===== src/rtl/npas_pkg.sv =====
`timescale 1ns / 1ps
// ----------------------------------------------------------------------------
// npas_pkg
// Shared types and constants of the nand page access sequencer: request
// codes, bus cycle kinds, burst descriptors and nand command bytes.
// ----------------------------------------------------------------------------
package npas_pkg;

    localparam int ADDR_W      = 28;
    localparam int COUNT_W     = 29;
    localparam int COL_MAX_W   = 12;
    localparam int ROW_MAX_W   = 24;
    localparam int STEP_W      = 4;
    localparam int QUEUE_DEPTH = 2;
    localparam int QPTR_W      = $clog2(QUEUE_DEPTH);
    localparam int QCNT_W      = $clog2(QUEUE_DEPTH + 1);

    // nand command bytes
    localparam logic [7:0] CMD_READ    = 8'h00;
    localparam logic [7:0] CMD_READ_GO = 8'h30;
    localparam logic [7:0] CMD_PROG    = 8'h80;
    localparam logic [7:0] CMD_PROG_GO = 8'h10;
    localparam logic [7:0] CMD_READ_ID = 8'h90;
    localparam logic [7:0] CMD_RESET   = 8'hff;
    localparam logic [7:0] ID_ADDR     = 8'h00;
    localparam logic [3:0] COL_HI_MASK = 4'hf;

    typedef enum logic [2:0] {
        ACT_READ    = 3'd0,
        ACT_PROG    = 3'd1,
        ACT_READ_ID = 3'd2,
        ACT_RESET   = 3'd3,
        ACT_DATA    = 3'd4,
        ACT_READY   = 3'd5
    } action_t;

    typedef enum logic [2:0] {
        KIND_SEL   = 3'd0,
        KIND_DESEL = 3'd1,
        KIND_CMD   = 3'd2,
        KIND_ADDR  = 3'd3,
        KIND_WR    = 3'd4,
        KIND_RD    = 3'd5,
        KIND_WAIT  = 3'd6
    } kind_t;

    typedef enum logic [1:0] {
        MODE_IDLE,
        MODE_READ,
        MODE_PROG,
        MODE_RST
    } mode_t;

    typedef enum logic [1:0] {
        F_ACCEPT,
        F_SCALE,
        F_COMMIT
    } front_state_t;

    // one burst of bus cycles, as caused by a single input beat
    typedef enum logic [3:0] {
        SEQ_READ_START,
        SEQ_PROG_START,
        SEQ_READ_ID,
        SEQ_RESET,
        SEQ_RD,
        SEQ_RD_HEADER,
        SEQ_RD_DESEL,
        SEQ_WR,
        SEQ_WR_END,
        SEQ_PROG_NEXT,
        SEQ_DESEL
    } seq_t;

    typedef struct packed {
        seq_t                   seq;
        logic [COL_MAX_W-1:0]   column;
        logic [ROW_MAX_W-1:0]   row;
        logic [7:0]             data;
    } desc_t;

endpackage


===== src/rtl/npas_queue.sv =====
`timescale 1ns / 1ps
// ----------------------------------------------------------------------------
// npas_queue
// Small descriptor queue between the request front end and the cycle engine.
// ----------------------------------------------------------------------------
module npas_queue (
    input  logic           clk,
    input  logic           rst_n,
    input  logic           push,
    input  npas_pkg::desc_t push_desc,
    output logic           full,
    input  logic           pop,
    output npas_pkg::desc_t head,
    output logic           empty
);
    import npas_pkg::*;

    desc_t                entry_reg [QUEUE_DEPTH];
    logic [QPTR_W-1:0]    wr_ptr_reg;
    logic [QPTR_W-1:0]    wr_ptr_next;
    logic [QPTR_W-1:0]    rd_ptr_reg;
    logic [QPTR_W-1:0]    rd_ptr_next;
    logic [QCNT_W-1:0]    count_reg;
    logic [QCNT_W-1:0]    count_next;
    logic                 do_push;
    logic                 do_pop;

    assign full    = count_reg == QCNT_W'(QUEUE_DEPTH);
    assign empty   = count_reg == '0;
    assign head    = entry_reg[rd_ptr_reg];
    assign do_push = push && !full;
    assign do_pop  = pop && !empty;

    always_comb
    begin
        wr_ptr_next = wr_ptr_reg;
        rd_ptr_next = rd_ptr_reg;
        count_next  = count_reg;
        if (do_push)
        begin
            wr_ptr_next = (wr_ptr_reg == QPTR_W'(QUEUE_DEPTH - 1)) ? '0 : wr_ptr_reg + 1'b1;
        end
        if (do_pop)
        begin
            rd_ptr_next = (rd_ptr_reg == QPTR_W'(QUEUE_DEPTH - 1)) ? '0 : rd_ptr_reg + 1'b1;
        end
        if (do_push && !do_pop)
        begin
            count_next = count_reg + 1'b1;
        end
        else if (do_pop && !do_push)
        begin
            count_next = count_reg - 1'b1;
        end
    end

    always_ff @(posedge clk or negedge rst_n)
    begin
        if (!rst_n)
        begin
            wr_ptr_reg <= '0;
            rd_ptr_reg <= '0;
            count_reg  <= '0;
        end
        else
        begin
            wr_ptr_reg <= wr_ptr_next;
            rd_ptr_reg <= rd_ptr_next;
            count_reg  <= count_next;
        end
    end

    always_ff @(posedge clk)
    begin
        if (do_push)
        begin
            entry_reg[wr_ptr_reg] <= push_desc;
        end
    end

endmodule


===== src/rtl/npas_front.sv =====
`timescale 1ns / 1ps
// ----------------------------------------------------------------------------
// npas_front
// Request front end: keeps the operation state and turns each beat into at most
// one burst descriptor; splits start addresses into column and row.
// ----------------------------------------------------------------------------
module npas_front #(
    parameter int PAGE_BYTES = 2048,
    parameter int ROW_BITS   = 17
) (
    input  logic                          clk,
    input  logic                          rst_n,
    input  logic                          in_valid,
    output logic                          in_ready,
    input  logic [2:0]                    action,
    input  logic [npas_pkg::ADDR_W-1:0]   byte_address,
    input  logic [npas_pkg::COUNT_W-1:0]  byte_count,
    input  logic [7:0]                    data_byte,
    input  logic                          queue_full,
    output logic                          push,
    output npas_pkg::desc_t               push_desc
);
    import npas_pkg::*;

    localparam int COL_W   = $clog2(PAGE_BYTES);
    localparam int RECIP   = (1 << ADDR_W) / PAGE_BYTES;
    localparam int RECIP_W = $clog2(RECIP + 1);
    localparam int PROD_W  = ADDR_W + RECIP_W;
    localparam int QUO_W   = ADDR_W + 1 - COL_W;

    front_state_t          fstate_reg, fstate_next;
    mode_t                 mode_reg, mode_next;
    logic [COL_W-1:0]      column_reg, column_next;
    logic [ROW_BITS-1:0]   row_reg, row_next;
    logic [COUNT_W-1:0]    left_reg, left_next;
    logic                  await_reg, await_next;

    // start request in flight through the column / row split
    logic [ADDR_W-1:0]     addr_reg, addr_next;
    logic [COUNT_W-1:0]    count_reg, count_next;
    logic                  prog_reg, prog_next;
    logic [PROD_W-1:0]     prod_reg, prod_next;
    logic [QUO_W-1:0]      quo_reg, quo_next;
    logic [ADDR_W-1:0]     base_reg, base_next;

    logic                  accept;
    logic [COL_W:0]        col_inc;
    logic                  page_end;
    logic [COUNT_W-1:0]    left_dec;
    logic [COL_W-1:0]      col_adv;
    logic [ROW_BITS-1:0]   row_adv;
    logic [QUO_W-1:0]      quo_est;
    logic [ADDR_W-1:0]     page_const;
    logic [ADDR_W-1:0]     rem;
    logic                  rem_over;
    logic [ADDR_W-1:0]     rem_fix;
    logic [QUO_W-1:0]      quo_fix;
    logic [COL_W-1:0]      start_col;
    logic [ROW_BITS-1:0]   start_row;

    function automatic desc_t make_desc(seq_t s, logic [COL_W-1:0] c,
                                        logic [ROW_BITS-1:0] r, logic [7:0] d);
        desc_t x;
        x.seq    = s;
        x.column = COL_MAX_W'(c);
        x.row    = ROW_MAX_W'(r);
        x.data   = d;
        return x;
    endfunction

    assign in_ready = (fstate_reg == F_ACCEPT) && !queue_full;
    assign accept   = in_valid && in_ready;

    // one byte further through the page
    assign col_inc  = {1'b0, column_reg} + 1'b1;
    assign page_end = col_inc == (COL_W + 1)'(PAGE_BYTES);
    assign left_dec = left_reg - 1'b1;
    assign col_adv  = page_end ? '0 : col_inc[COL_W-1:0];
    assign row_adv  = page_end ? row_reg + 1'b1 : row_reg;

    // address split: reciprocal estimate, then one correction step
    assign quo_est    = QUO_W'(prod_reg >> ADDR_W);
    assign page_const = ADDR_W'(PAGE_BYTES);
    assign rem        = addr_reg - base_reg;
    assign rem_over   = rem >= page_const;
    assign rem_fix    = rem_over ? rem - page_const : rem;
    assign quo_fix    = quo_reg + QUO_W'(rem_over);
    assign start_col  = COL_W'(rem_fix);
    assign start_row  = ROW_BITS'(quo_fix);

    always_comb
    begin
        fstate_next = fstate_reg;
        mode_next   = mode_reg;
        column_next = column_reg;
        row_next    = row_reg;
        left_next   = left_reg;
        await_next  = await_reg;
        addr_next   = addr_reg;
        count_next  = count_reg;
        prog_next   = prog_reg;
        prod_next   = prod_reg;
        quo_next    = quo_reg;
        base_next   = base_reg;
        push        = 1'b0;
        push_desc   = make_desc(SEQ_DESEL, column_reg, row_reg, data_byte);

        unique case (fstate_reg)
            F_ACCEPT:
            begin
                if (accept)
                begin
                    priority if (action == ACT_RESET)
                    begin
                        push       = 1'b1;
                        push_desc  = make_desc(SEQ_RESET, column_reg, row_reg, data_byte);
                        mode_next  = MODE_RST;
                        await_next = 1'b1;
                        left_next  = '0;
                    end
                    else if (action == ACT_READ || action == ACT_PROG ||
                             action == ACT_READ_ID)
                    begin
                        if (mode_reg == MODE_IDLE)
                        begin
                            if (action == ACT_READ_ID)
                            begin
                                push      = 1'b1;
                                push_desc = make_desc(SEQ_READ_ID, column_reg, row_reg,
                                                      data_byte);
                            end
                            else
                            begin
                                addr_next   = byte_address;
                                count_next  = byte_count;
                                prog_next   = action == ACT_PROG;
                                prod_next   = PROD_W'(byte_address) * PROD_W'(RECIP);
                                fstate_next = F_SCALE;
                            end
                        end
                    end
                    else if (action == ACT_DATA)
                    begin
                        if (!await_reg && mode_reg == MODE_READ)
                        begin
                            left_next   = left_dec;
                            column_next = col_adv;
                            row_next    = row_adv;
                            push        = 1'b1;
                            if (page_end || left_dec == '0)
                            begin
                                if (left_dec != '0)
                                begin
                                    push_desc  = make_desc(SEQ_RD_HEADER, col_adv, row_adv,
                                                           data_byte);
                                    await_next = 1'b1;
                                end
                                else
                                begin
                                    push_desc = make_desc(SEQ_RD_DESEL, col_adv, row_adv,
                                                          data_byte);
                                    mode_next = MODE_IDLE;
                                end
                            end
                            else
                            begin
                                push_desc = make_desc(SEQ_RD, col_adv, row_adv, data_byte);
                            end
                        end
                        else if (!await_reg && mode_reg == MODE_PROG)
                        begin
                            left_next   = left_dec;
                            column_next = col_adv;
                            row_next    = row_adv;
                            push        = 1'b1;
                            if (page_end || left_dec == '0)
                            begin
                                push_desc  = make_desc(SEQ_WR_END, col_adv, row_adv,
                                                       data_byte);
                                await_next = 1'b1;
                            end
                            else
                            begin
                                push_desc = make_desc(SEQ_WR, col_adv, row_adv, data_byte);
                            end
                        end
                    end
                    else if (action == ACT_READY)
                    begin
                        if (await_reg)
                        begin
                            await_next = 1'b0;
                            if (mode_reg == MODE_PROG && left_reg != '0)
                            begin
                                push      = 1'b1;
                                push_desc = make_desc(SEQ_PROG_NEXT, column_reg, row_reg,
                                                      data_byte);
                            end
                            else if (mode_reg == MODE_PROG || mode_reg == MODE_RST)
                            begin
                                push      = 1'b1;
                                push_desc = make_desc(SEQ_DESEL, column_reg, row_reg,
                                                      data_byte);
                                mode_next = MODE_IDLE;
                            end
                            else if (mode_reg != MODE_READ)
                            begin
                                mode_next = MODE_IDLE;
                            end
                        end
                    end
                end
            end
            F_SCALE:
            begin
                quo_next    = quo_est;
                base_next   = ADDR_W'(quo_est) * page_const;
                fstate_next = F_COMMIT;
            end
            F_COMMIT:
            begin
                column_next = start_col;
                row_next    = start_row;
                left_next   = (count_reg == '0) ? COUNT_W'(1) : count_reg;
                mode_next   = prog_reg ? MODE_PROG : MODE_READ;
                await_next  = !prog_reg;
                push        = 1'b1;
                push_desc   = make_desc(prog_reg ? SEQ_PROG_START : SEQ_READ_START,
                                        start_col, start_row, data_byte);
                fstate_next = F_ACCEPT;
            end
            default:
            begin
                fstate_next = F_ACCEPT;
            end
        endcase
    end

    always_ff @(posedge clk or negedge rst_n)
    begin
        if (!rst_n)
        begin
            fstate_reg <= F_ACCEPT;
            mode_reg   <= MODE_IDLE;
            column_reg <= '0;
            row_reg    <= '0;
            left_reg   <= '0;
            await_reg  <= 1'b0;
        end
        else
        begin
            fstate_reg <= fstate_next;
            mode_reg   <= mode_next;
            column_reg <= column_next;
            row_reg    <= row_next;
            left_reg   <= left_next;
            await_reg  <= await_next;
        end
    end

    always_ff @(posedge clk)
    begin
        addr_reg  <= addr_next;
        count_reg <= count_next;
        prog_reg  <= prog_next;
        prod_reg  <= prod_next;
        quo_reg   <= quo_next;
        base_reg  <= base_next;
    end

endmodule


===== src/rtl/npas_back.sv =====
`timescale 1ns / 1ps
// ----------------------------------------------------------------------------
// npas_back
// Cycle engine: steps through the head descriptor one bus cycle per clock, while
// the output is not stalled, into a registered output stage.
// ----------------------------------------------------------------------------
module npas_back (
    input  logic            clk,
    input  logic            rst_n,
    input  npas_pkg::desc_t head,
    input  logic            empty,
    output logic            pop,
    output logic            out_valid,
    input  logic            out_ready,
    output logic [2:0]      cycle_kind,
    output logic [7:0]      cycle_value,
    output logic            last
);
    import npas_pkg::*;

    logic [STEP_W-1:0]  step_reg, step_next;
    logic               valid_reg, valid_next;
    kind_t              kind_reg;
    logic [7:0]         value_reg;
    logic               last_reg;

    kind_t              kind;
    logic [7:0]         value;
    logic               fin;
    logic               load;

    function automatic logic [7:0] addr_byte(desc_t d, logic [STEP_W-1:0] idx);
        logic [7:0] b;
        unique case (idx)
            STEP_W'(0): b = d.column[7:0];
            STEP_W'(1): b = {4'b0000, d.column[11:8] & COL_HI_MASK};
            STEP_W'(2): b = d.row[7:0];
            STEP_W'(3): b = d.row[15:8];
            default:    b = d.row[23:16];
        endcase
        return b;
    endfunction

    // cycle for the current step of the head burst
    always_comb
    begin
        kind  = KIND_SEL;
        value = 8'h00;
        fin   = 1'b0;
        unique case (head.seq)
            SEQ_READ_START, SEQ_RD_HEADER:
            begin
                priority if (step_reg == STEP_W'(0))
                begin
                    kind = (head.seq == SEQ_RD_HEADER) ? KIND_RD : KIND_SEL;
                end
                else if (step_reg == STEP_W'(1))
                begin
                    kind  = KIND_CMD;
                    value = CMD_READ;
                end
                else if (step_reg <= STEP_W'(6))
                begin
                    kind  = KIND_ADDR;
                    value = addr_byte(head, step_reg - STEP_W'(2));
                end
                else if (step_reg == STEP_W'(7))
                begin
                    kind  = KIND_CMD;
                    value = CMD_READ_GO;
                end
                else
                begin
                    kind = KIND_WAIT;
                    fin  = 1'b1;
                end
            end
            SEQ_PROG_START:
            begin
                priority if (step_reg == STEP_W'(0))
                begin
                    kind = KIND_SEL;
                end
                else if (step_reg == STEP_W'(1))
                begin
                    kind  = KIND_CMD;
                    value = CMD_PROG;
                end
                else
                begin
                    kind  = KIND_ADDR;
                    value = addr_byte(head, step_reg - STEP_W'(2));
                    fin   = step_reg >= STEP_W'(6);
                end
            end
            SEQ_PROG_NEXT:
            begin
                if (step_reg == STEP_W'(0))
                begin
                    kind  = KIND_CMD;
                    value = CMD_PROG;
                end
                else
                begin
                    kind  = KIND_ADDR;
                    value = addr_byte(head, step_reg - STEP_W'(1));
                    fin   = step_reg >= STEP_W'(5);
                end
            end
            SEQ_READ_ID:
            begin
                priority if (step_reg == STEP_W'(0))
                begin
                    kind = KIND_SEL;
                end
                else if (step_reg == STEP_W'(1))
                begin
                    kind  = KIND_CMD;
                    value = CMD_READ_ID;
                end
                else if (step_reg == STEP_W'(2))
                begin
                    kind  = KIND_ADDR;
                    value = ID_ADDR;
                end
                else if (step_reg <= STEP_W'(7))
                begin
                    kind = KIND_RD;
                end
                else
                begin
                    kind = KIND_DESEL;
                    fin  = 1'b1;
                end
            end
            SEQ_RESET:
            begin
                priority if (step_reg == STEP_W'(0))
                begin
                    kind = KIND_SEL;
                end
                else if (step_reg == STEP_W'(1))
                begin
                    kind  = KIND_CMD;
                    value = CMD_RESET;
                end
                else
                begin
                    kind = KIND_WAIT;
                    fin  = 1'b1;
                end
            end
            SEQ_RD:
            begin
                kind = KIND_RD;
                fin  = 1'b1;
            end
            SEQ_RD_DESEL:
            begin
                if (step_reg == STEP_W'(0))
                begin
                    kind = KIND_RD;
                end
                else
                begin
                    kind = KIND_DESEL;
                    fin  = 1'b1;
                end
            end
            SEQ_WR:
            begin
                kind  = KIND_WR;
                value = head.data;
                fin   = 1'b1;
            end
            SEQ_WR_END:
            begin
                priority if (step_reg == STEP_W'(0))
                begin
                    kind  = KIND_WR;
                    value = head.data;
                end
                else if (step_reg == STEP_W'(1))
                begin
                    kind  = KIND_CMD;
                    value = CMD_PROG_GO;
                end
                else
                begin
                    kind = KIND_WAIT;
                    fin  = 1'b1;
                end
            end
            SEQ_DESEL:
            begin
                kind = KIND_DESEL;
                fin  = 1'b1;
            end
            default:
            begin
                kind = KIND_DESEL;
                fin  = 1'b1;
            end
        endcase
    end

    assign load = !empty && (!valid_reg || out_ready);
    assign pop  = load && fin;

    always_comb
    begin
        step_next  = step_reg;
        valid_next = valid_reg;
        if (load)
        begin
            step_next  = fin ? '0 : step_reg + 1'b1;
            valid_next = 1'b1;
        end
        else if (out_ready)
        begin
            valid_next = 1'b0;
        end
    end

    always_ff @(posedge clk or negedge rst_n)
    begin
        if (!rst_n)
        begin
            step_reg  <= '0;
            valid_reg <= 1'b0;
        end
        else
        begin
            step_reg  <= step_next;
            valid_reg <= valid_next;
        end
    end

    always_ff @(posedge clk)
    begin
        if (load)
        begin
            kind_reg  <= kind;
            value_reg <= value;
            last_reg  <= fin;
        end
    end

    assign out_valid   = valid_reg;
    assign cycle_kind  = kind_reg;
    assign cycle_value = value_reg;
    assign last        = last_reg;

endmodule


===== src/rtl/nand_page_access_sequencer.sv =====
`timescale 1ns / 1ps
// ----------------------------------------------------------------------------
// nand_page_access_sequencer
// Turns large-page nand requests (read, program, read id, reset, data bytes,
// ready events) into a stream of bus cycles.
// ----------------------------------------------------------------------------
// throughput: one beat and one bus cycle per cycle while the queue has room and the output
//   is not stalled; a read or program start holds the input while the front end splits
//   its address into column and row, and each burst holds the cycle engine until its last cycle
// reset: asynchronous, active low; idle mode, counters cleared, queue and
//   output stage empty
module nand_page_access_sequencer #(
    parameter int PAGE_BYTES = 2048,
    parameter int ROW_BITS   = 17
) (
    input  logic        clk,
    input  logic        rst_n,
    input  logic        in_valid,
    output logic        in_ready,
    input  logic [2:0]  action,
    input  logic [27:0] byte_address,
    input  logic [28:0] byte_count,
    input  logic [7:0]  data_byte,
    output logic        out_valid,
    input  logic        out_ready,
    output logic [2:0]  cycle_kind,
    output logic [7:0]  cycle_value,
    output logic        last
);
    import npas_pkg::*;

    // front to back descriptor path
    logic   push;
    desc_t  push_desc;
    logic   queue_full;
    logic   pop;
    desc_t  head;
    logic   queue_empty;

    // front end: holds the operation state (mode, column, row, bytes left,
    // ready wait) and classifies every beat into at most one burst descriptor.
    // a read or program start passes through a scale and a commit state to split the byte address.
    npas_front #(
        .PAGE_BYTES (PAGE_BYTES),
        .ROW_BITS   (ROW_BITS)
    ) u_front (
        .clk          (clk),
        .rst_n        (rst_n),
        .in_valid     (in_valid),
        .in_ready     (in_ready),
        .action       (action),
        .byte_address (byte_address),
        .byte_count   (byte_count),
        .data_byte    (data_byte),
        .queue_full   (queue_full),
        .push         (push),
        .push_desc    (push_desc)
    );

    // short queue so a stalled bus side does not stop the front end at once
    npas_queue u_queue (
        .clk       (clk),
        .rst_n     (rst_n),
        .push      (push),
        .push_desc (push_desc),
        .full      (queue_full),
        .pop       (pop),
        .head      (head),
        .empty     (queue_empty)
    );

    // cycle engine: walks the head burst one bus cycle per clock, while the output is not
    // stalled, into the output register, marking the final cycle of each burst with last
    npas_back u_back (
        .clk         (clk),
        .rst_n       (rst_n),
        .head        (head),
        .empty       (queue_empty),
        .pop         (pop),
        .out_valid   (out_valid),
        .out_ready   (out_ready),
        .cycle_kind  (cycle_kind),
        .cycle_value (cycle_value),
        .last        (last)
    );

endmodule


===== config.mk =====
export PLATFORM = sky130hd
export DESIGN_NAME = nand_page_access_sequencer
export DESIGN_NICKNAME = d
export VERILOG_FILES = /design/src/rtl/npas_pkg.sv /design/src/rtl/npas_queue.sv /design/src/rtl/npas_front.sv /design/src/rtl/npas_back.sv /design/src/rtl/nand_page_access_sequencer.sv
export SDC_FILE = /design/constraint.sdc
export NUM_CORES = 1
export LEC_CHECK = 0
export BUFFER_PORTS_ARGS = -buffer_cell sky130_fd_sc_hd__buf_2
export CORE_MARGIN = 2
export CORE_UTILIZATION = 55
export CTS_BUF_LIST = sky130_fd_sc_hd__clkbuf_8
export DETAILED_ROUTE_END_ITERATION = 8
export PLACE_DENSITY = 0.75
export SLEW_MARGIN = 25
export SYNTH_ARGS = -nofsm -noshare
export SYNTH_HDL_FRONTEND = slang
export SYNTH_SLANG_ARGS = --single-unit

===== constraint.sdc =====
create_clock -name clk -period 10.6 [get_ports clk]
set_clock_uncertainty 0.15 [all_clocks]
set_input_delay 0.53 -clock clk [delete_from_list [all_inputs] [get_ports clk]]
set_output_delay 0.53 -clock clk [all_outputs]
set_load 0.02 [all_outputs]

After elaboration in Yosys (flattened, before gate mapping)
Memory sizes are Yosys's and may differ from the RTL's. Index checks and enable logic that the tools add are counted.

Bits in registers: 158. Bits in writable memories: 96. Input bits: 72. Output and inout bits: 14. Logic and storage cells: 278. Memories: 1.

Add/sub/neg operators: 13. Order comparisons: 5. Eq/ne operators: 51. Multiplexer cells: 142. Bitwise logic cells: 2. Reductions and logical operators: 46.

Memories: u_queue.entry_reg (depth 2, bits a word 48, read ports 1, clocked after memory_dff 0, write ports 1, line npas_queue.sv:18) `desc_t entry_reg [QUEUE_DEPTH];`.

Operators with widths (number): $mux W48 (11); $mux W29 (7); $mux W46 (3); $mux W17 (7); $pmux W48 S2 (1); $mux W11 (8); $mux W8 (11); $pmux W8 S4 (2); $logic_not A29 Y1 (2); $pmux W29 S2 (1); $reduce_bool A29 Y1 (2); $pmux W8 S7 (1); $mux W1 (45); $mux W3 (14); $mux W2 (20); $pmux W17 S2 (1); $sub A29 B1 Y29 const B (1); $eq A4 B2 Y1 const B (7); $ge A28 B12 Y1 const B (1); $sub A28 B28 Y28 (1); $pmux W3 S9 (1); $ne A4 B4 Y1 const B (6); $pmux W11 S2 (1); $eq A4 B3 Y1 const B (5); other kinds (44) (100).

Logic depth before layout (Yosys ltp)
Depth in word-level cells: 16. Mapped depth: 19. Mapped depth without buffers: 19.

Modules after synthesis
From an unflattened synthesis, not the netlist that was laid out.

Cell total of the unflattened synthesis: 1295. Area total of the unflattened synthesis: 13888.3 µm².

By module, submodules not included: npas_front (times used 1, cells each 891, area an instance 8197.9 µm², seq. area each 3803.6 µm²); npas_queue (times used 1, cells each 168, area an instance 3706.1 µm², seq. area each 2982.9 µm²); npas_back (times used 1, cells each 236, area an instance 1984.4 µm², seq. area each 485.5 µm²).

Worst setup path after synthesis
No wires, ideal clock.

Kind: register to register. From: reg u_front.fstate_reg[1]. To: reg u_front.addr_reg[0] (enable). Library setup time: 0.637 ns. Arrival time: 6.986 ns. Required time: 9.813 ns. Setup slack: 2.827 ns. Stages on the path, launching flop included: 5. Path buffers: 1. Period minus slack after synthesis: 7.773 ns. Path through: dfrtp_1 clkbuf_1 nor2_1 nand3_1 nor4b_1.

Cells in the longest elaborated chain, start to end: 4.

RTL lines: start, declared (line npas_front.sv:31) `front_state_t fstate_reg, fstate_next;`; start signal, assigned (line npas_front.sv:252) `fstate_reg <= fstate_next;`; $logic_not A2 Y1 * (line npas_front.sv:71, npas_front.sv:108); $logic_and A1 B1 Y1 (line npas_front.sv:71) `assign in_ready = (fstate_reg == F_ACCEPT) && !queue_full;`; $logic_and A1 B1 Y1 (line npas_front.sv:72) `assign accept = in_valid && in_ready;`; $reduce_and A6 Y1 (no line) *; end signal, assigned (line npas_front.sv:263) `addr_reg <= addr_next;`; end, declared (line npas_front.sv:39) `logic [ADDR_W-1:0] addr_reg, addr_next;`.

Every way passes the cells marked *; elsewhere a longest branch is shown, timed or not. A chain may end at the register's enable or synchronous reset.

==> flow_metrics.tcl <==
set metrics [dict create \
    hold_class "input pin to flop" \
    min_from "byte_address[7]" \
    status "finished, final reports clean" \
    port_buffers 85 \
    min_period_ns 4.70 \
    rr_startpoint "u_front.quo_reg[0]" \
    path_class "flop to flop" \
    wl_per_cell_um 18.1 \
    synth_commonest_cells "edfxtp_1 (167), o21ai_0 (99), nor2_1 (98), a21oi_1 (94), dfrtp_1 (71)" \
    finalHoldViolCount 0 \
    max-slew-margin-rel 0.309 \
    finalSetupTns_ns 0 \
    syn_avg_cell_area_sq_um 10.6 \
    gp_congestion 0.894 \
    cp-start-kind "flop" \
    maxCapViolCount 0 \
    fillers 1764 \
    crit_start "u_front.quo_reg[0]" \
    worstSkewPairLatency_ns 0.55 \
    synth_flop_cell "edfxtp_1" \
    hpwl_um 20500 \
    yosysMostFrequentCell "edfxtp_1" \
    initial_core_util 0.563 \
    area_growth_pct 16.1 \
    p_int_mw 2.19 \
    drt_wl_total_um 30500 \
    dpl_worst_slack_ns 5.97 \
    async_flop_share 0.298 \
    synth_cells 1206 \
    fin_ws_ns 5.90 \
    cp.required_ns 10.82 \
    largest_reg_flops 80 \
    setup_violations 0 \
    arrival_ns 4.91 \
    antenna_found_initial 0 \
    ys_seq_area_frac 0.530 \
    cellLeakagePower_nw 5.64 \
    yosysTopAreaCellShare 0.391 \
    maxSlewViolCount 0 \
    nets 1449 \
    switching_share 0.383 \
    synth_area_leaders "edfxtp_1 (39%), dfrtp_1 (14%), o21ai_0 (3.9%), a21oi_1 (3.7%), ha_1 (3.4%)" \
    synth_nets 1314 \
    grt_max_degree 72 \
    syn_area_sq_um 12800 \
    diodes 0 \
    ant_nets 0 \
    fin_util 0.653 \
    drive_gt1_frac 0.153 \
    grtUsageTotal 0.250 \
    power.total_mw 3.54 \
    first_pass_iters 7 \
    overflow 0 \
    final-seq-area_sq_um 6790 \
    pwr-share-seq 0.406 \
    cts_buffers 41 \
    yosysWarningCount 0 \
    clk_path_buf_depth 3 \
    power_density_nw_per_um2 238 \
    clkPwrFrac 0.238 \
    synth_top_area_cell "edfxtp_1" \
    synth_edf_count 167 \
    fin_crit_sh 0.443 \
    drt_iter0_markers 817 \
    clock_sinks 238 \
    ys_ff_latch 238 \
    drc 0 \
    ios 86 \
    ctsHtreeMaxLevel 2 \
    dieArea_sq_um 24500 \
    clk_pin_slew_ns 0.06 \
    yosysUniqueCellTypes 82 \
    vias 10100 \
    power_switching_mw 1.36 \
    rsz0062_at_grt "no" \
    multiInputGateArea_sq_um 5650 \
    combPwrFrac 0.356 \
    whs_ns 0.0248 \
    fp.dieH_um 157 \
    cp_max_fo 4 \
    endpoint_kind "flop" \
    grt_pass1_vias 9589 \
    core_sq_um 22800 \
    cts_root_buf "clkbuf_8" \
    peakVddDrop_uv 141 \
    tightest_slew_ns 1.03 \
    grt_pass1_wl_um 49000 \
    cts_tree "yes" \
    viasPerCell 6.01 \
    std_cell_rows 55 \
    die_x_um 157 \
    fmax_mhz 213 \
]
==> placed cells by master (no fill, tap or decap), drive strengths merged, types with 9 or more instances in the layout <==
| cell | instances |
|---|---|
| nor2b | 10 |
| xnor2 | 27 |
| a31oi | 12 |
| or3 | 11 |
| o21ai | 99 |
| ha | 35 |
| nand4 | 18 |
| nor3 | 47 |
| dlygate4sd3 | 53 |
| a22oi | 33 |
| buf | 96 |
| clkinv | 17 |
| mux2 | 31 |
| mux2i | 22 |
| nor2 | 98 |
| o22ai | 31 |
| nand3 | 37 |
| nor4 | 28 |
| dfrtp | 71 |
| a21o | 10 |
| and2 | 9 |
| and3 | 10 |
| clkbuf | 44 |
| nand2 | 70 |
| a21oi | 95 |
| edfxtp | 167 |
| inv | 56 |
| xor2 | 16 |
==> metrics by stage <==
| stage | cell area [sq um] | instances |
|---|---|---|
| after CTS | 14900 | 1684 |
| after global placement | 13500 | 1558 |
| final | 14900 | 1686 |
| after floorplan | 12800 | 1206 |
| after global routing | 14900 | 1686 |
| after detailed placement | 13500 | 1558 |
==> critical path: stages, from the launching register on <==
cell	delay (ns)
edfxtp_1	0.41
ha_1	0.25
fa_1	0.46
nor2b_1	0.13
o21a_1	0.15
o21bai_1	0.09
a21oi_1	0.34
a41o_1	0.31
o21ai_0	0.09
a21o_1	0.19
o2111ai_1	0.16
ha_1	0.28
ha_1	0.23
nand2_1	0.08
nor4_1	0.50
nand3_1	0.17
xnor2_1	0.17
o22ai_1	0.10
a21oi_1	0.24
==> repair_timing <==
item	in CTS	in global routing
resized for setup	0	0
setup buffers	0	0
hold buffers	51	2
hold endpoints to repair	52	72
==> per-layer routing <==
layer,track usage,part of all wire,up-vias
li1,-,-,4889
met1,0.349,0.46,4859
met2,0.404,0.47,331
met3,0.0382,0.053,49
met4,0.0799,0.024,0
met5,0,0,-
==> layout make-up <==
cell class,count,area share
Timing Repair Buffer,149,0.0702
Tap cell,313,0.0263
Clock buffer,44,0.0407
Clock inverter,31,0.0151
Inverter,46,0.0116
Sequential cell,238,0.457
Multi-Input combinational cell,865,0.380
==> power groups by stage <==
stage | Combinational [mW] | Sequential, mW | Clock, mW
finish | 1.26 | 1.44 | 0.842
global route | 1.40 | 1.47 | 0.899
CTS | 1.25 | 1.43 | 0.854
detailed placement | 1.23 | 1.45 | 0
global placement | 1.20 | 1.44 | 0
floorplan | 0.936 | 1.41 | 0
==> kinds of logic (layout without fill, tap and decap cells) <==
family                     count (synthesis)  count (layout)  synth area share
AOI/OAI and AO/OA                        359             359             0.178
xor gates and xnor gates                  43              43            0.0294
adders and majority gates                 37              37            0.0365
buffers and inverters                    103             270            0.0312
DFF                                      238             238             0.530
muxes                                     53              53            0.0444
and+or+nand+nor                          373             373             0.151
==> final timing paths <==
path	to	slack, ns	cells after the start
setup / recovery	u_queue.entry_reg[1][24]	5.90	18
hold / removal	u_front.addr_reg[7]	0.02	1
setup reg to reg	u_queue.entry_reg[1][24]	5.90	18
hold reg to reg	u_front.quo_reg[9]	0.31	0
max in group asynchronous	u_queue.rd_ptr_reg	9.31	2
min in group asynchronous	u_front.row_reg[13]	0.43	2
Power figures use the tool's default switching activity.
